## config.mk

```make
export PLATFORM = sky130hd
export DESIGN_NAME = transaction_status_table
export DESIGN_NICKNAME = d
export VERILOG_FILES = /design/src/rtl/tst_pkg.sv /design/src/rtl/tst_list_mem.sv /design/src/rtl/tst_useq.sv /design/src/rtl/transaction_status_table.sv
export VERILOG_INCLUDE_DIRS = /design/src /design/src/rtl
export SDC_FILE = /design/constraint.sdc
export NUM_CORES = 1
export LEC_CHECK = 0
export CAP_MARGIN = 20
export CORE_MARGIN = 5
export CORE_UTILIZATION = 30
export CTS_CLUSTER_DIAMETER = 120
export CTS_CLUSTER_SIZE = 16
export DETAILED_ROUTE_END_ITERATION = 6
export DONT_BUFFER_PORTS = 1
export GPL_ROUTABILITY_DRIVEN = 0
export SYNTH_ARGS = -nofsm -noshare
export SYNTH_HDL_FRONTEND = slang
export SYNTH_HIERARCHICAL = 1
export SYNTH_SLANG_ARGS = --single-unit
export TNS_END_PERCENT = 10
```

## constraint.sdc

```tcl
create_clock -name aclk -period 8 [get_ports aclk]
set_input_delay 1.6 -clock aclk [delete_from_list [all_inputs] [get_ports aclk]]
set_output_delay 1.6 -clock aclk [all_outputs]
set_load 0.01 [all_outputs]
```

## src/rtl/transaction_status_table_macros.svh

```systemverilog
// ----------------------------------------------------------------------------
// Transaction status table assertion macros
// Shared concurrent assertion forms, clocked on aclk and disabled in reset.
// ----------------------------------------------------------------------------
`ifndef TRANSACTION_STATUS_TABLE_MACROS_SVH
`define TRANSACTION_STATUS_TABLE_MACROS_SVH

// Same-cycle implication.
`define TST_ASSERT_IMP(label, ante, cons, msg) \
    label: assert property (@(posedge aclk) disable iff (!aresetn) (ante) |-> (cons)) \
        else $error(msg);

// Next-cycle implication.
`define TST_ASSERT_NXT(label, ante, cons, msg) \
    label: assert property (@(posedge aclk) disable iff (!aresetn) (ante) |=> (cons)) \
        else $error(msg);

`endif

```

## src/rtl/tst_pkg.sv

```systemverilog
// ----------------------------------------------------------------------------
// Transaction status table package
// Opcodes, status codes, microcode word layout and the microcode program.
// ----------------------------------------------------------------------------
`default_nettype none

package tst_pkg;

    localparam int MAX_TXNS_DEF = 16;
    localparam int ID_BITS_DEF  = 32;
    localparam int OPCODE_W     = 3;
    localparam int TXN_ID_W     = 32;
    localparam int STEP_W       = 4;

    typedef enum logic [OPCODE_W-1:0] {
        OP_NEW     = 3'd0,
        OP_COMMIT  = 3'd1,
        OP_ABORT   = 3'd2,
        OP_QUERY   = 3'd3,
        OP_RECOVER = 3'd4
    } opcode_t;

    typedef enum logic [1:0] {
        STAT_COMMITTED = 2'd0,
        STAT_OPEN      = 2'd1,
        STAT_ABORTED   = 2'd2
    } txn_status_t;

    // Datapath action of one microcode step.
    typedef enum logic [2:0] {
        ACT_OUT,       // hand the result to the output register
        ACT_NEW,       // allocate an id and append it to the open list
        ACT_START,     // rewind the scan pointers
        ACT_REMOVE,    // compact the open list, dropping the first match
        ACT_APPEND,    // append the item's id to the aborted list
        ACT_HAS,       // look for the item's id in the selected list
        ACT_MOVE,      // copy every open id to the aborted list, flagging full when it has no room
        ACT_CLR_OPEN   // empty the open list
    } act_t;

    typedef enum logic [1:0] {
        J_GOTO,     // go to target
        J_LOOP,     // stay until the scan ends, then go to target
        J_LOOPHIT,  // stay until the scan ends, then target on a hit, else fall through
        J_OUT       // stay until the output register is free, then finish
    } jmp_t;

    typedef enum logic {
        SRC_OPEN,
        SRC_ABORT
    } src_t;

    typedef logic [STEP_W-1:0] step_t;

    typedef struct packed {
        act_t  act;
        src_t  src;
        jmp_t  jmp;
        step_t target;
    } tst_ctrl_t;

    // Conditions the datapath reports back to the sequencer.
    typedef struct packed {
        logic loop_done;
        logic hit;
        logic out_free;
    } tst_cond_t;

    localparam step_t STEP_DONE    = 4'd0;
    localparam step_t STEP_NEW     = 4'd1;
    localparam step_t STEP_COMMIT  = 4'd2;
    localparam step_t STEP_ABORT   = 4'd4;
    localparam step_t STEP_QUERY   = 4'd7;
    localparam step_t STEP_RECOVER = 4'd11;

    function automatic step_t entry_step(input logic [OPCODE_W-1:0] op);
        step_t s;
        case (op)
            OP_NEW:     s = STEP_NEW;
            OP_COMMIT:  s = STEP_COMMIT;
            OP_ABORT:   s = STEP_ABORT;
            OP_QUERY:   s = STEP_QUERY;
            OP_RECOVER: s = STEP_RECOVER;
            default:    s = STEP_DONE;
        endcase
        return s;
    endfunction

    // The microcode program, one control word per step.
    function automatic tst_ctrl_t ucode_rom(input step_t step);
        tst_ctrl_t w;
        case (step)
            4'd0:    w = '{ACT_OUT,      SRC_OPEN,  J_OUT,     STEP_DONE};
            4'd1:    w = '{ACT_NEW,      SRC_OPEN,  J_GOTO,    STEP_DONE};
            4'd2:    w = '{ACT_START,    SRC_OPEN,  J_GOTO,    4'd3};
            4'd3:    w = '{ACT_REMOVE,   SRC_OPEN,  J_LOOP,    STEP_DONE};
            4'd4:    w = '{ACT_START,    SRC_OPEN,  J_GOTO,    4'd5};
            4'd5:    w = '{ACT_REMOVE,   SRC_OPEN,  J_LOOP,    4'd6};
            4'd6:    w = '{ACT_APPEND,   SRC_ABORT, J_GOTO,    STEP_DONE};
            4'd7:    w = '{ACT_START,    SRC_ABORT, J_GOTO,    4'd8};
            4'd8:    w = '{ACT_HAS,      SRC_ABORT, J_LOOPHIT, STEP_DONE};
            4'd9:    w = '{ACT_START,    SRC_OPEN,  J_GOTO,    4'd10};
            4'd10:   w = '{ACT_HAS,      SRC_OPEN,  J_LOOP,    STEP_DONE};
            4'd11:   w = '{ACT_START,    SRC_OPEN,  J_GOTO,    4'd12};
            4'd12:   w = '{ACT_MOVE,     SRC_OPEN,  J_LOOP,    4'd13};
            4'd13:   w = '{ACT_CLR_OPEN, SRC_OPEN,  J_GOTO,    STEP_DONE};
            default: w = '{ACT_OUT,      SRC_OPEN,  J_OUT,     STEP_DONE};
        endcase
        return w;
    endfunction

endpackage

`default_nettype wire

```

## src/rtl/tst_list_mem.sv

```systemverilog
// ----------------------------------------------------------------------------
// Transaction status table list memory
// One write port and one registered read port.
// ----------------------------------------------------------------------------
`default_nettype none

module tst_list_mem #(
    parameter int DEPTH = 16,
    parameter int WIDTH = 32,
    parameter int AW    = 4
) (
    input  wire logic             aclk,
    input  wire logic             we,
    input  wire logic [AW-1:0]    waddr,
    input  wire logic [WIDTH-1:0] wdata,
    input  wire logic             re,
    input  wire logic [AW-1:0]    raddr,
    output logic      [WIDTH-1:0] rdata
);

    logic [WIDTH-1:0] mem [DEPTH];

    always_ff @(posedge aclk) begin
        if (we) begin
            mem[waddr] <= wdata;
        end
        if (re) begin
            rdata <= mem[raddr];
        end
    end

endmodule

`default_nettype wire

```

## src/rtl/tst_useq.sv

```systemverilog
// ----------------------------------------------------------------------------
// Transaction status table microsequencer
// Step counter, microcode lookup and conditional jumps.
// ----------------------------------------------------------------------------
`default_nettype none

module tst_useq
    import tst_pkg::*;
(
    input  wire logic                aclk,
    input  wire logic                aresetn,
    input  wire logic                start,
    input  wire logic [OPCODE_W-1:0] opcode,
    input  wire tst_cond_t           cond,
    output tst_ctrl_t                ctrl,
    output logic                     busy
);

    step_t step_reg, step_next;
    logic  busy_reg, busy_next;

    assign ctrl = ucode_rom(step_reg);
    assign busy = busy_reg;

    always_comb begin
        step_next = step_reg;
        busy_next = busy_reg;
        if (start) begin
            step_next = entry_step(opcode);
            busy_next = 1'b1;
        end else if (busy_reg) begin
            case (ctrl.jmp)
                J_GOTO: begin
                    step_next = ctrl.target;
                end
                J_LOOP: begin
                    if (cond.loop_done) begin
                        step_next = ctrl.target;
                    end
                end
                J_LOOPHIT: begin
                    if (cond.loop_done) begin
                        step_next = cond.hit ? ctrl.target : step_t'(step_reg + 1'b1);
                    end
                end
                J_OUT: begin
                    if (cond.out_free) begin
                        busy_next = 1'b0;
                    end
                end
                default: begin
                    step_next = STEP_DONE;
                end
            endcase
        end
    end

    always_ff @(posedge aclk) begin
        if (!aresetn) begin
            step_reg <= STEP_DONE;
            busy_reg <= 1'b0;
        end else begin
            step_reg <= step_next;
            busy_reg <= busy_next;
        end
    end

endmodule

`default_nettype wire

```

## src/rtl/transaction_status_table.sv

```systemverilog
// Throughput: one item at a time; s_tready rises at the edge that loads the result into
// the output register, so the next beat is taken in the following cycle at the earliest. Each
// list scan reads one entry per cycle from the single read port, which sets the loop length.
// Reset: aresetn clears both list counts, the id counter and all control state.
// ----------------------------------------------------------------------------
// Transaction status table
// Tracks open and aborted transaction ids in two bounded lists, driven by a
// small microcoded sequencer over a plain list datapath.
// ----------------------------------------------------------------------------
`default_nettype none

`include "transaction_status_table_macros.svh"

module transaction_status_table
    import tst_pkg::*;
#(
    parameter int MAX_TXNS = MAX_TXNS_DEF,
    parameter int ID_BITS  = ID_BITS_DEF
) (
    input  wire logic        aclk,
    input  wire logic        aresetn,
    // s_tdata, low bit up: opcode[2:0], txn_id[34:3], zero pad[39:35]
    input  wire logic        s_tvalid,
    output logic             s_tready,
    input  wire logic [39:0] s_tdata,
    // m_tdata, low bit up: issued_id[31:0], txn_status[33:32], list_full[34],
    // zero pad[39:35]
    output logic             m_tvalid,
    input  wire logic        m_tready,
    output logic      [39:0] m_tdata
);

    // Counts need to hold MAX_TXNS itself; addresses only reach MAX_TXNS - 1.
    localparam int CW = $clog2(MAX_TXNS + 1);
    localparam int AW = (MAX_TXNS > 1) ? $clog2(MAX_TXNS) : 1;
    localparam logic [CW-1:0] MAX_CNT = CW'(MAX_TXNS);

    tst_ctrl_t ctrl;
    tst_cond_t cond;
    logic      busy;
    logic      accept;

    assign s_tready = !busy;
    assign accept   = s_tvalid && s_tready;

    // Item registers.
    logic [ID_BITS-1:0] id_reg, id_next;

    // Persistent state.
    logic [ID_BITS-1:0] last_issued_reg, last_issued_next;
    logic [CW-1:0]      open_count_reg, open_count_next;
    logic [CW-1:0]      ab_count_reg, ab_count_next;

    // Scan engine: read pointer, compaction write pointer, read-pending flag
    // and a hit flag that also marks the removed entry during compaction.
    logic [CW-1:0] rd_idx_reg, rd_idx_next;
    logic [CW-1:0] wr_idx_reg, wr_idx_next;
    logic          pend_reg, pend_next;
    logic          hit_reg, hit_next;

    // Result under construction.
    logic [TXN_ID_W-1:0] issued_reg, issued_next;
    txn_status_t         status_reg, status_next;
    logic                full_reg, full_next;

    // Output register.
    logic                m_valid_reg, m_valid_next;
    logic [TXN_ID_W-1:0] m_issued_reg, m_issued_next;
    txn_status_t         m_status_reg, m_status_next;
    logic                m_full_reg, m_full_next;

    // Memory ports.
    logic               op_we, ab_we;
    logic [AW-1:0]      op_waddr, ab_waddr;
    logic [ID_BITS-1:0] op_wdata, ab_wdata;
    logic [ID_BITS-1:0] op_rdata, ab_rdata;

    logic               scan_act;
    logic [CW-1:0]      src_count;
    logic               rd_en;
    logic [ID_BITS-1:0] rd_data;
    logic               match;
    logic [ID_BITS-1:0] last_plus;

    tst_useq u_useq (
        .aclk    (aclk),
        .aresetn (aresetn),
        .start   (accept),
        .opcode  (s_tdata[2:0]),
        .cond    (cond),
        .ctrl    (ctrl),
        .busy    (busy)
    );

    tst_list_mem #(
        .DEPTH (MAX_TXNS),
        .WIDTH (ID_BITS),
        .AW    (AW)
    ) u_open_mem (
        .aclk  (aclk),
        .we    (op_we),
        .waddr (op_waddr),
        .wdata (op_wdata),
        .re    (rd_en),
        .raddr (rd_idx_reg[AW-1:0]),
        .rdata (op_rdata)
    );

    tst_list_mem #(
        .DEPTH (MAX_TXNS),
        .WIDTH (ID_BITS),
        .AW    (AW)
    ) u_abort_mem (
        .aclk  (aclk),
        .we    (ab_we),
        .waddr (ab_waddr),
        .wdata (ab_wdata),
        .re    (rd_en),
        .raddr (rd_idx_reg[AW-1:0]),
        .rdata (ab_rdata)
    );

    // A scan step reads one entry per cycle; the data comes back in the following cycle
    // and is handled while the next read is in flight.
    assign scan_act  = busy && (ctrl.act == ACT_REMOVE || ctrl.act == ACT_HAS ||
                                ctrl.act == ACT_MOVE);
    assign src_count = (ctrl.src == SRC_ABORT) ? ab_count_reg : open_count_reg;
    assign rd_en     = scan_act && (rd_idx_reg < src_count);
    assign rd_data   = (ctrl.src == SRC_ABORT) ? ab_rdata : op_rdata;
    assign match     = (rd_data == id_reg);
    assign last_plus = last_issued_reg + 1'b1;

    assign cond.loop_done = !rd_en && !pend_reg;
    assign cond.hit       = hit_reg;
    assign cond.out_free  = !m_valid_reg || m_tready;

    always_comb begin
        id_next          = id_reg;
        last_issued_next = last_issued_reg;
        open_count_next  = open_count_reg;
        ab_count_next    = ab_count_reg;
        rd_idx_next      = rd_en ? CW'(rd_idx_reg + 1'b1) : rd_idx_reg;
        wr_idx_next      = wr_idx_reg;
        pend_next        = rd_en;
        hit_next         = hit_reg;
        issued_next      = issued_reg;
        status_next      = status_reg;
        full_next        = full_reg;
        m_valid_next     = m_valid_reg && !m_tready;
        m_issued_next    = m_issued_reg;
        m_status_next    = m_status_reg;
        m_full_next      = m_full_reg;
        op_we            = 1'b0;
        op_waddr         = open_count_reg[AW-1:0];
        op_wdata         = last_plus;
        ab_we            = 1'b0;
        ab_waddr         = ab_count_reg[AW-1:0];
        ab_wdata         = id_reg;

        if (accept) begin
            id_next     = ID_BITS'(s_tdata[34:3]);
            issued_next = '0;
            status_next = STAT_COMMITTED;
            full_next   = 1'b0;
        end else if (busy) begin
            case (ctrl.act)
                ACT_NEW: begin
                    if (open_count_reg >= MAX_CNT) begin
                        full_next = 1'b1;
                    end else begin
                        last_issued_next = last_plus;
                        op_we            = 1'b1;
                        open_count_next  = CW'(open_count_reg + 1'b1);
                        issued_next      = TXN_ID_W'(last_plus);
                    end
                end
                ACT_START: begin
                    rd_idx_next = '0;
                    wr_idx_next = '0;
                    pend_next   = 1'b0;
                    hit_next    = 1'b0;
                end
                ACT_REMOVE: begin
                    // Every entry but the first match is written back at the write
                    // pointer, one place lower once past the match, so it trails the reads.
                    if (pend_reg) begin
                        if (!hit_reg && match) begin
                            hit_next = 1'b1;
                        end else begin
                            op_we       = 1'b1;
                            op_waddr    = wr_idx_reg[AW-1:0];
                            op_wdata    = rd_data;
                            wr_idx_next = CW'(wr_idx_reg + 1'b1);
                        end
                    end
                    if (cond.loop_done) begin
                        open_count_next = wr_idx_reg;
                    end
                end
                ACT_HAS: begin
                    if (pend_reg && match) begin
                        hit_next = 1'b1;
                    end
                    if (cond.loop_done && hit_reg) begin
                        status_next = (ctrl.src == SRC_ABORT) ? STAT_ABORTED : STAT_OPEN;
                    end
                end
                ACT_MOVE: begin
                    if (pend_reg) begin
                        if (ab_count_reg >= MAX_CNT) begin
                            full_next = 1'b1;
                        end else begin
                            ab_we         = 1'b1;
                            ab_wdata      = rd_data;
                            ab_count_next = CW'(ab_count_reg + 1'b1);
                        end
                    end
                end
                ACT_APPEND: begin
                    if (ab_count_reg >= MAX_CNT) begin
                        full_next = 1'b1;
                    end else begin
                        ab_we         = 1'b1;
                        ab_count_next = CW'(ab_count_reg + 1'b1);
                    end
                end
                ACT_CLR_OPEN: begin
                    open_count_next = '0;
                end
                ACT_OUT: begin
                    if (cond.out_free) begin
                        m_valid_next  = 1'b1;
                        m_issued_next = issued_reg;
                        m_status_next = status_reg;
                        m_full_next   = full_reg;
                    end
                end
                default: begin
                    full_next = full_reg;
                end
            endcase
        end
    end

    always_ff @(posedge aclk) begin
        if (!aresetn) begin
            last_issued_reg <= '0;
            open_count_reg  <= '0;
            ab_count_reg    <= '0;
            rd_idx_reg      <= '0;
            wr_idx_reg      <= '0;
            pend_reg        <= 1'b0;
            hit_reg         <= 1'b0;
            m_valid_reg     <= 1'b0;
        end else begin
            last_issued_reg <= last_issued_next;
            open_count_reg  <= open_count_next;
            ab_count_reg    <= ab_count_next;
            rd_idx_reg      <= rd_idx_next;
            wr_idx_reg      <= wr_idx_next;
            pend_reg        <= pend_next;
            hit_reg         <= hit_next;
            m_valid_reg     <= m_valid_next;
        end
    end

    always_ff @(posedge aclk) begin
        id_reg       <= id_next;
        issued_reg   <= issued_next;
        status_reg   <= status_next;
        full_reg     <= full_next;
        m_issued_reg <= m_issued_next;
        m_status_reg <= m_status_next;
        m_full_reg   <= m_full_next;
    end

    assign m_tvalid = m_valid_reg;
    assign m_tdata  = {5'b0, m_full_reg, m_status_reg, m_issued_reg};

    // Neither list may grow past its capacity.
    `TST_ASSERT_IMP(a_counts_bounded, 1'b1,
        (open_count_reg <= MAX_CNT) && (ab_count_reg <= MAX_CNT),
        "list count exceeds capacity")

    // The aborted list only ever grows.
    `TST_ASSERT_IMP(a_abort_monotonic, $past(aresetn),
        ab_count_reg >= $past(ab_count_reg), "aborted count decreased")

    // Compaction must never overwrite an entry that has not been read yet.
    `TST_ASSERT_IMP(a_compact_order, busy && ctrl.act == ACT_REMOVE,
        wr_idx_reg <= rd_idx_reg, "compaction write pointer passed read pointer")

    // A failed append never hands out an id.
    `TST_ASSERT_IMP(a_full_no_id, m_valid_reg && m_full_reg,
        m_issued_reg == '0, "list_full result carries an issued id")

    // A new result is only loaded by a busy sequencer.
    `TST_ASSERT_NXT(a_load_when_busy, !busy && !m_valid_reg, !m_valid_reg,
        "result appeared without an item in work")

endmodule

`default_nettype wire
```

### Yosys cells after proc, flatten, opt, wreduce, memory -nomap -nowiden

Memories as Yosys holds them, arrays and structs flattened. A register that Yosys moved wholly into a read port is not among the register bits.
Index checks and enable logic that the tools add are counted.

| word-level totals | value |
|---|---|
| bits in registers | 162 |
| bits in writable memories | 1,024 |
| bits in read-only memories | 160 |
| input bits | 44 |
| output and inout bits | 42 |
| word-level logic and storage cells | 167 |
| memories | 3 |

| cells by class | value |
|---|---|
| $add $sub $neg | 6 |
| $lt $le $gt $ge | 3 |
| equal/unequal tests | 25 |
| multiplexer cells | 74 |
| bitwise operators | 2 |
| reduce and logical (&&, ||, !) cells | 37 |

Memory list:

| memory | depth | width | read ports | clocked after Yosys merged registers in | write ports | line | RTL |
|---|---|---|---|---|---|---|---|
| u_abort_mem.mem | 16 | 32 | 1 | 1 | 1 | tst_list_mem.sv:21 | `logic [WIDTH-1:0] mem [DEPTH];` |
| u_open_mem.mem | 16 | 32 | 1 | 1 | 1 | tst_list_mem.sv:21 |  |
| (name not given) | 16 | 10 | 1 | 1 | 0 | tst_pkg.sv:92 | `case (step)` |

Operator list:

| operator | number |
|---|---|
| $mux W32 | 11 |
| $mux W5 | 11 |
| $mux W4 | 12 |
| $add A32 B1 Y32 const B | 1 |
| $eq A32 B32 Y1 | 1 |
| $mux W1 | 30 |
| $add A5 B1 Y5 const B | 4 |
| $pmux W4 S5 | 1 |
| $pmux W5 S2 | 2 |
| $reduce_and A4 Y1 | 5 |
| $eq A3 B3 Y1 const B | 5 |
| $pmux W5 S3 | 1 |
| $eq A3 B2 Y1 const B | 4 |
| $ne A2 B2 Y1 const B | 6 |
| $pmux W4 S3 | 1 |
| $ge A5 B5 Y1 const B | 2 |
| $reduce_and A5 Y1 | 2 |
| $reduce_bool A3 Y1 | 3 |
| $logic_and A1 B1 Y1 | 8 |
| $eq A3 B1 Y1 const B | 2 |
| $logic_not A1 Y1 | 6 |
| $logic_not A3 Y1 | 2 |
| $ne A3 B3 Y1 const B | 2 |
| $pmux W1 S3 | 2 |
| 14 further kinds | 23 |

### Depth between registers and ports, before layout

| logic depth | value |
|---|---|
| depth in word-level cells | 13 |
| mapped depth | 20 |
| depth with buffers taken out | 17 |

### Hierarchy

Netlist, hierarchy kept.

Modules (own cells, without submodules):

| module | times used | cells each | area an instance (um^2) | sequential area each (um^2) |
|---|---|---|---|---|
| tst_list_mem (u_abort_mem) | 1 | 838 | 20,174.3 | 16,335.7 |
| tst_list_mem (u_open_mem) | 1 | 838 | 20,155.6 | 16,335.7 |
| transaction_status_table | 1 | 784 | 8,015.2 | 3,813.7 |
| tst_useq | 1 | 102 | 928.4 | 300.3 |

### Least setup slack after synthesis

OpenSTA, ideal clock, no wires.

| path | value |
|---|---|
| path kind | flip-flop to flip-flop |
| from | register u_useq/ctrl[6] (netlist name) |
| to | register u_useq/ctrl[4] (netlist name) |
| library setup time | 133 ps |
| arrival time | 5,477 ps |
| data required time | 7,867 ps |
| setup slack | 2,390 ps |
| stages on the path, launching flop included | 20 |
| path buffers | 3 |
| period minus slack after synthesis | 5,610 ps |
| cell sequence | dfxtp_1 > buf_6 > buf_6 > mux2i_1 > ha_1 > o21a_1 > o21a_1 > o211ai_1 > and3_1 > clkbuf_1 > nor2_1 > or2b_1 > a21oi_1 > nor3_1 > o311ai_1 > inv_1 > ha_1 > nand2_1 > or3_1 > o221ai_1 |

### Worst setup path in the final report

| path | value |
|---|---|
| from | register u_useq/ctrl[6] (netlist name) |
| to | memory u_open_mem.mem[3][16], enable pin |

| on the way | value |
|---|---|
| elaborated cells between the ends (all ways) | 15 |
| classes of those cells | eq/ne (1); mux (13); reduce/logical (1) |

RTL lines:

| what | line | RTL |
|---|---|---|
| $mux W32 | transaction_status_table.sv:129 | `assign rd_data = (ctrl.src == SRC_ABORT) ? ab_rdata : op_rdata;` |
| $eq A32 B32 Y1 | transaction_status_table.sv:130 | `assign match = (rd_data == id_reg);` |
| $logic_and A1 B1 Y1 | transaction_status_table.sv:187 | `if (!hit_reg && match) begin` |
| $mux W4 | transaction_status_table.sv:187 |  |
| $mux W4 | transaction_status_table.sv:186 | `if (pend_reg) begin` |
| $mux W4 | transaction_status_table.sv:166 | `case (ctrl.act)` |
| $mux W4 | transaction_status_table.sv:165 | `end else if (busy) begin` |
| $mux W4 | transaction_status_table.sv:160 | `if (accept) begin` |
| net op_waddr[2] | transaction_status_table.sv:74 | `logic [AW-1:0] op_waddr, ab_waddr;` |
| end, declared | tst_list_mem.sv:21 |  |

The timed path passes the listed nets, and every way through them passes these cells.

==> flow_summary.yaml <==
cells_and_area:
  nNetsFinal: 2698
  final_util_pct: 33.8
  area_growth_syn_to_layout_pct: 11.8
  seq_area_mm2: 0.0368
  multi_input_area_mm2: 0.0120
  top_regs: "u_abort_mem/mem x512, u_open_mem/mem x512"
  drive_gt1_share_pct: 20.4
  layoutNonFillerInstCount: 4885
  fin_area_mm2: 0.0551
  fillers: 15400
setup_path:
  ff2ff_setup_slack_ns: 1.89
  crit_family: "simple AND/OR/NAND/NOR gates"
  slowest_delay_ns: 0.92
  cp-end-kind: "flip-flop"
  critical_path_class: "reg -> reg"
  cp_num_buf_inv: 2
  worstPathCellList: "buf_4 -> mux2i_1 -> xnor2_1 -> nor4_1 -> nand4_1 -> o31a_1 -> nand4_1 -> mux2_2 -> or3b_2 -> nor2_4 -> buf_4"
  cp.arrival_ns: 6.49
  r2r_end: "u_open_mem/mem[3][16]"
  cp_slowest_cell: "nor4_1"
  worstReg2RegStart: "u_useq/ctrl[6]"
  required_ns: 8.38
  worstRegToRegCells: 11
  path_max_fanout: 19
  start_kind: "flip-flop"
clocking:
  path_clk_slew_ns: 0.07
  cts_tree: "yes"
  cts_num_sinks: 1260
  h-tree-depth: 3
  numCtsBuffers: 88
  root_buffer: "clkbuf_16"
  clkLatencyLatePin_ns: 0.73
  postCtsHoldBufs: 0
  cts_resized: 0
  clock_path_buffers: 3
  post_cts_buffers: 0
detailed_routing:
  drt_wl_total_um: 121000
  firstDrtPassIters: 5
  via_per_inst: 4.96
  ant_nets: 0
  route.vias.total: 24200
  wl_per_cell_um: 24.9
  drtIter0Drc: 2282
  drc: 0
outcome:
  status: "completed"
floorplanning:
  row_count: 148
  die_x_um: 415
  dieArea_mm2: 0.172
  start_util_pct: 30.2
  coreArea_mm2: 0.163
  die_h_um: 415
  ios: 86
power:
  leakagePower_nw: 17.2
  power_mw: 12.0
  power.density_mw_per_mm2: 218
  ir_worst_vdd_mv: 0.167
sta:
  rsz0062_at_grt: "false"
  max_freq_ghz: 0.164
  layout_setup_ws_ns: 1.89
  tightest_slew_ns: 1.12
  fin_hold_ws_ns: 0.435
  setup_viol_count_final: 0
  setup_tns_ns: 0
  period_minus_slack_ns: 6.11
  finalHoldViolCount: 0
  clock_skew_ns: 0.0462
  slew_headroom_pct: 25.2
  finalMaxSlewViolations: 0
  period_share_pct: 76.4
worst_hold_path:
  min-delay-start: "issued_reg[22]"
  hold_path_class: "reg -> reg"
  holdPathEnd: "m_issued_reg[22]"
  min_path_cells: 0
yosys:
  netlist_area_mm2: 0.0493
  synthTopCellsByCount: "edfxtp_1, mux4_2, a22oi_1"
  synth.avg_cell_area_um2: 19.2
  syn_inst: 2562
  synth_seq_cells: 1260
  synth-main-ff-cell: "edfxtp_1"
  synth.area.top_cells: "edfxtp_1, mux4_2, dfxtp_1"
  synthDistinctLibCells: 70
  synth.most_common_cell: "edfxtp_1"
  synth_edf_count: 1155
  synth-async-reset-ratio_pct: 0
  ys_seq_area_share_pct: 74.7
  synth_top_area_cell: "edfxtp_1"
  synth-warning-count: 6
  synth_top_cell_area_share_pct: 70.4
flow_run:
  cap_violations: 0
grt:
  gr-total-overflow: 0
  grt_pass1_vias: 24100
  grt_max_degree: 130
  grt_pass1_wl_um: 174000
  antenna_found_initial: 13
  grt.total_usage_pct: 13.7
place:
  io_buffers: 0
  place_area_mm2: 0.0522
  dp_cells: 4686
  hpwl_um: 70400
  preCtsSetupSlack_ns: 1.92
==> cells in the final DEF (no fill, tap or decap), types with 9 or more instances in the layout <==
master	Yosys	layout
a211oi_1	31	31
a21boi_0	12	12
a21oi_1	59	59
a22oi_1	128	128
and2_1	25	23
and3_1	11	9
buf_4	27	113
clkbuf_1	63	64
clkbuf_16	0	89
dfxtp_1	105	102
edfxtp_1	1155	1155
ha_1	18	18
inv_1	23	22
mux2i_1	71	71
mux4_2	256	256
nand2_1	117	117
nand2b_1	10	10
nand3_1	29	29
nand4_1	14	14
nor2_1	113	87
nor2_4	0	26
nor4_1	12	10
o21ai_0	24	24
or3_1	16	16
xnor2_1	70	70
xor2_1	18	18
==> worst reg2reg max path, cell delays in order, from the launching register on <==
cell and delay [ns]:
dfxtp_2 0.34, buf_4 0.36, mux2i_1 0.64, xnor2_1 0.21, nor4_1 0.92, nand4_1 0.42
o31a_1 0.41, nand4_1 0.24, mux2_2 0.45, or3b_2 0.62, nor2_4 0.73, buf_4 0.42
==> per-layer routing <==
layer	track usage [%]	vias to the layer above	wire length [um]	share of wire, %
met2	23.2	717	60400	50
met1	18.5	12900	51600	43
met3	2.02	148	6460	5.3
met4	3.76	8	2920	2.4
li1	-	10500	-	-
met5	0	-	58	0.048
==> where the power goes <==
| part | internal [mW] | switching, mW |
|---|---|---|
| Combinational | 0.133 | 0.252 |
| Clock | 2.11 | 2.21 |
| Sequential | 7.23 | 0.0747 |
==> worst max-delay path by stage <==
stage / from / to / slack (ns) / cells after the start
2_1_floorplan: u_useq/ctrl[6] / u_useq/ctrl[4] / 2.39 / 19
3_3_place_gp: u_useq/ctrl[6] / u_open_mem/mem[3][8] / 2.08 / 11
3_5_place_dp: u_useq/ctrl[6] / u_open_mem/mem[1][8] / 1.92 / 11
4_1_cts: u_useq/ctrl[6] / u_open_mem/mem[1][15] / 1.86 / 11
5_1_grt: u_useq/ctrl[6] / u_open_mem/mem[3][15] / 1.68 / 11
6_report: u_useq/ctrl[6] / u_open_mem/mem[3][16] / 1.89 / 11
==> layout make-up <==
| cell class | count | share of cell area (%) |
|---|---|---|
| multi-input cells | 1144 | 21.7 |
| clock inverters | 6 | 0.157 |
| repair buffers | 119 | 1.73 |
| inverters | 23 | 0.161 |
| well taps | 2175 | 4.94 |
| flip-flops and latches | 1260 | 66.8 |
| diodes | 5 | 0.0227 |
| clock buffers | 153 | 4.48 |
==> cells by family after synthesis <==
kind of cell,count (synthesis),synth area share [%]
other,1,0.00761
buffers and inverters,162,1.68
xor gates and xnor gates,88,1.56
adders and majority gates,18,0.457
AOI/OAI and AO/OA,294,4.14
and+or+nand+nor,395,3.91
muxes,344,13.6
DFF,1260,74.7
Power figures use the tool's default switching activity.
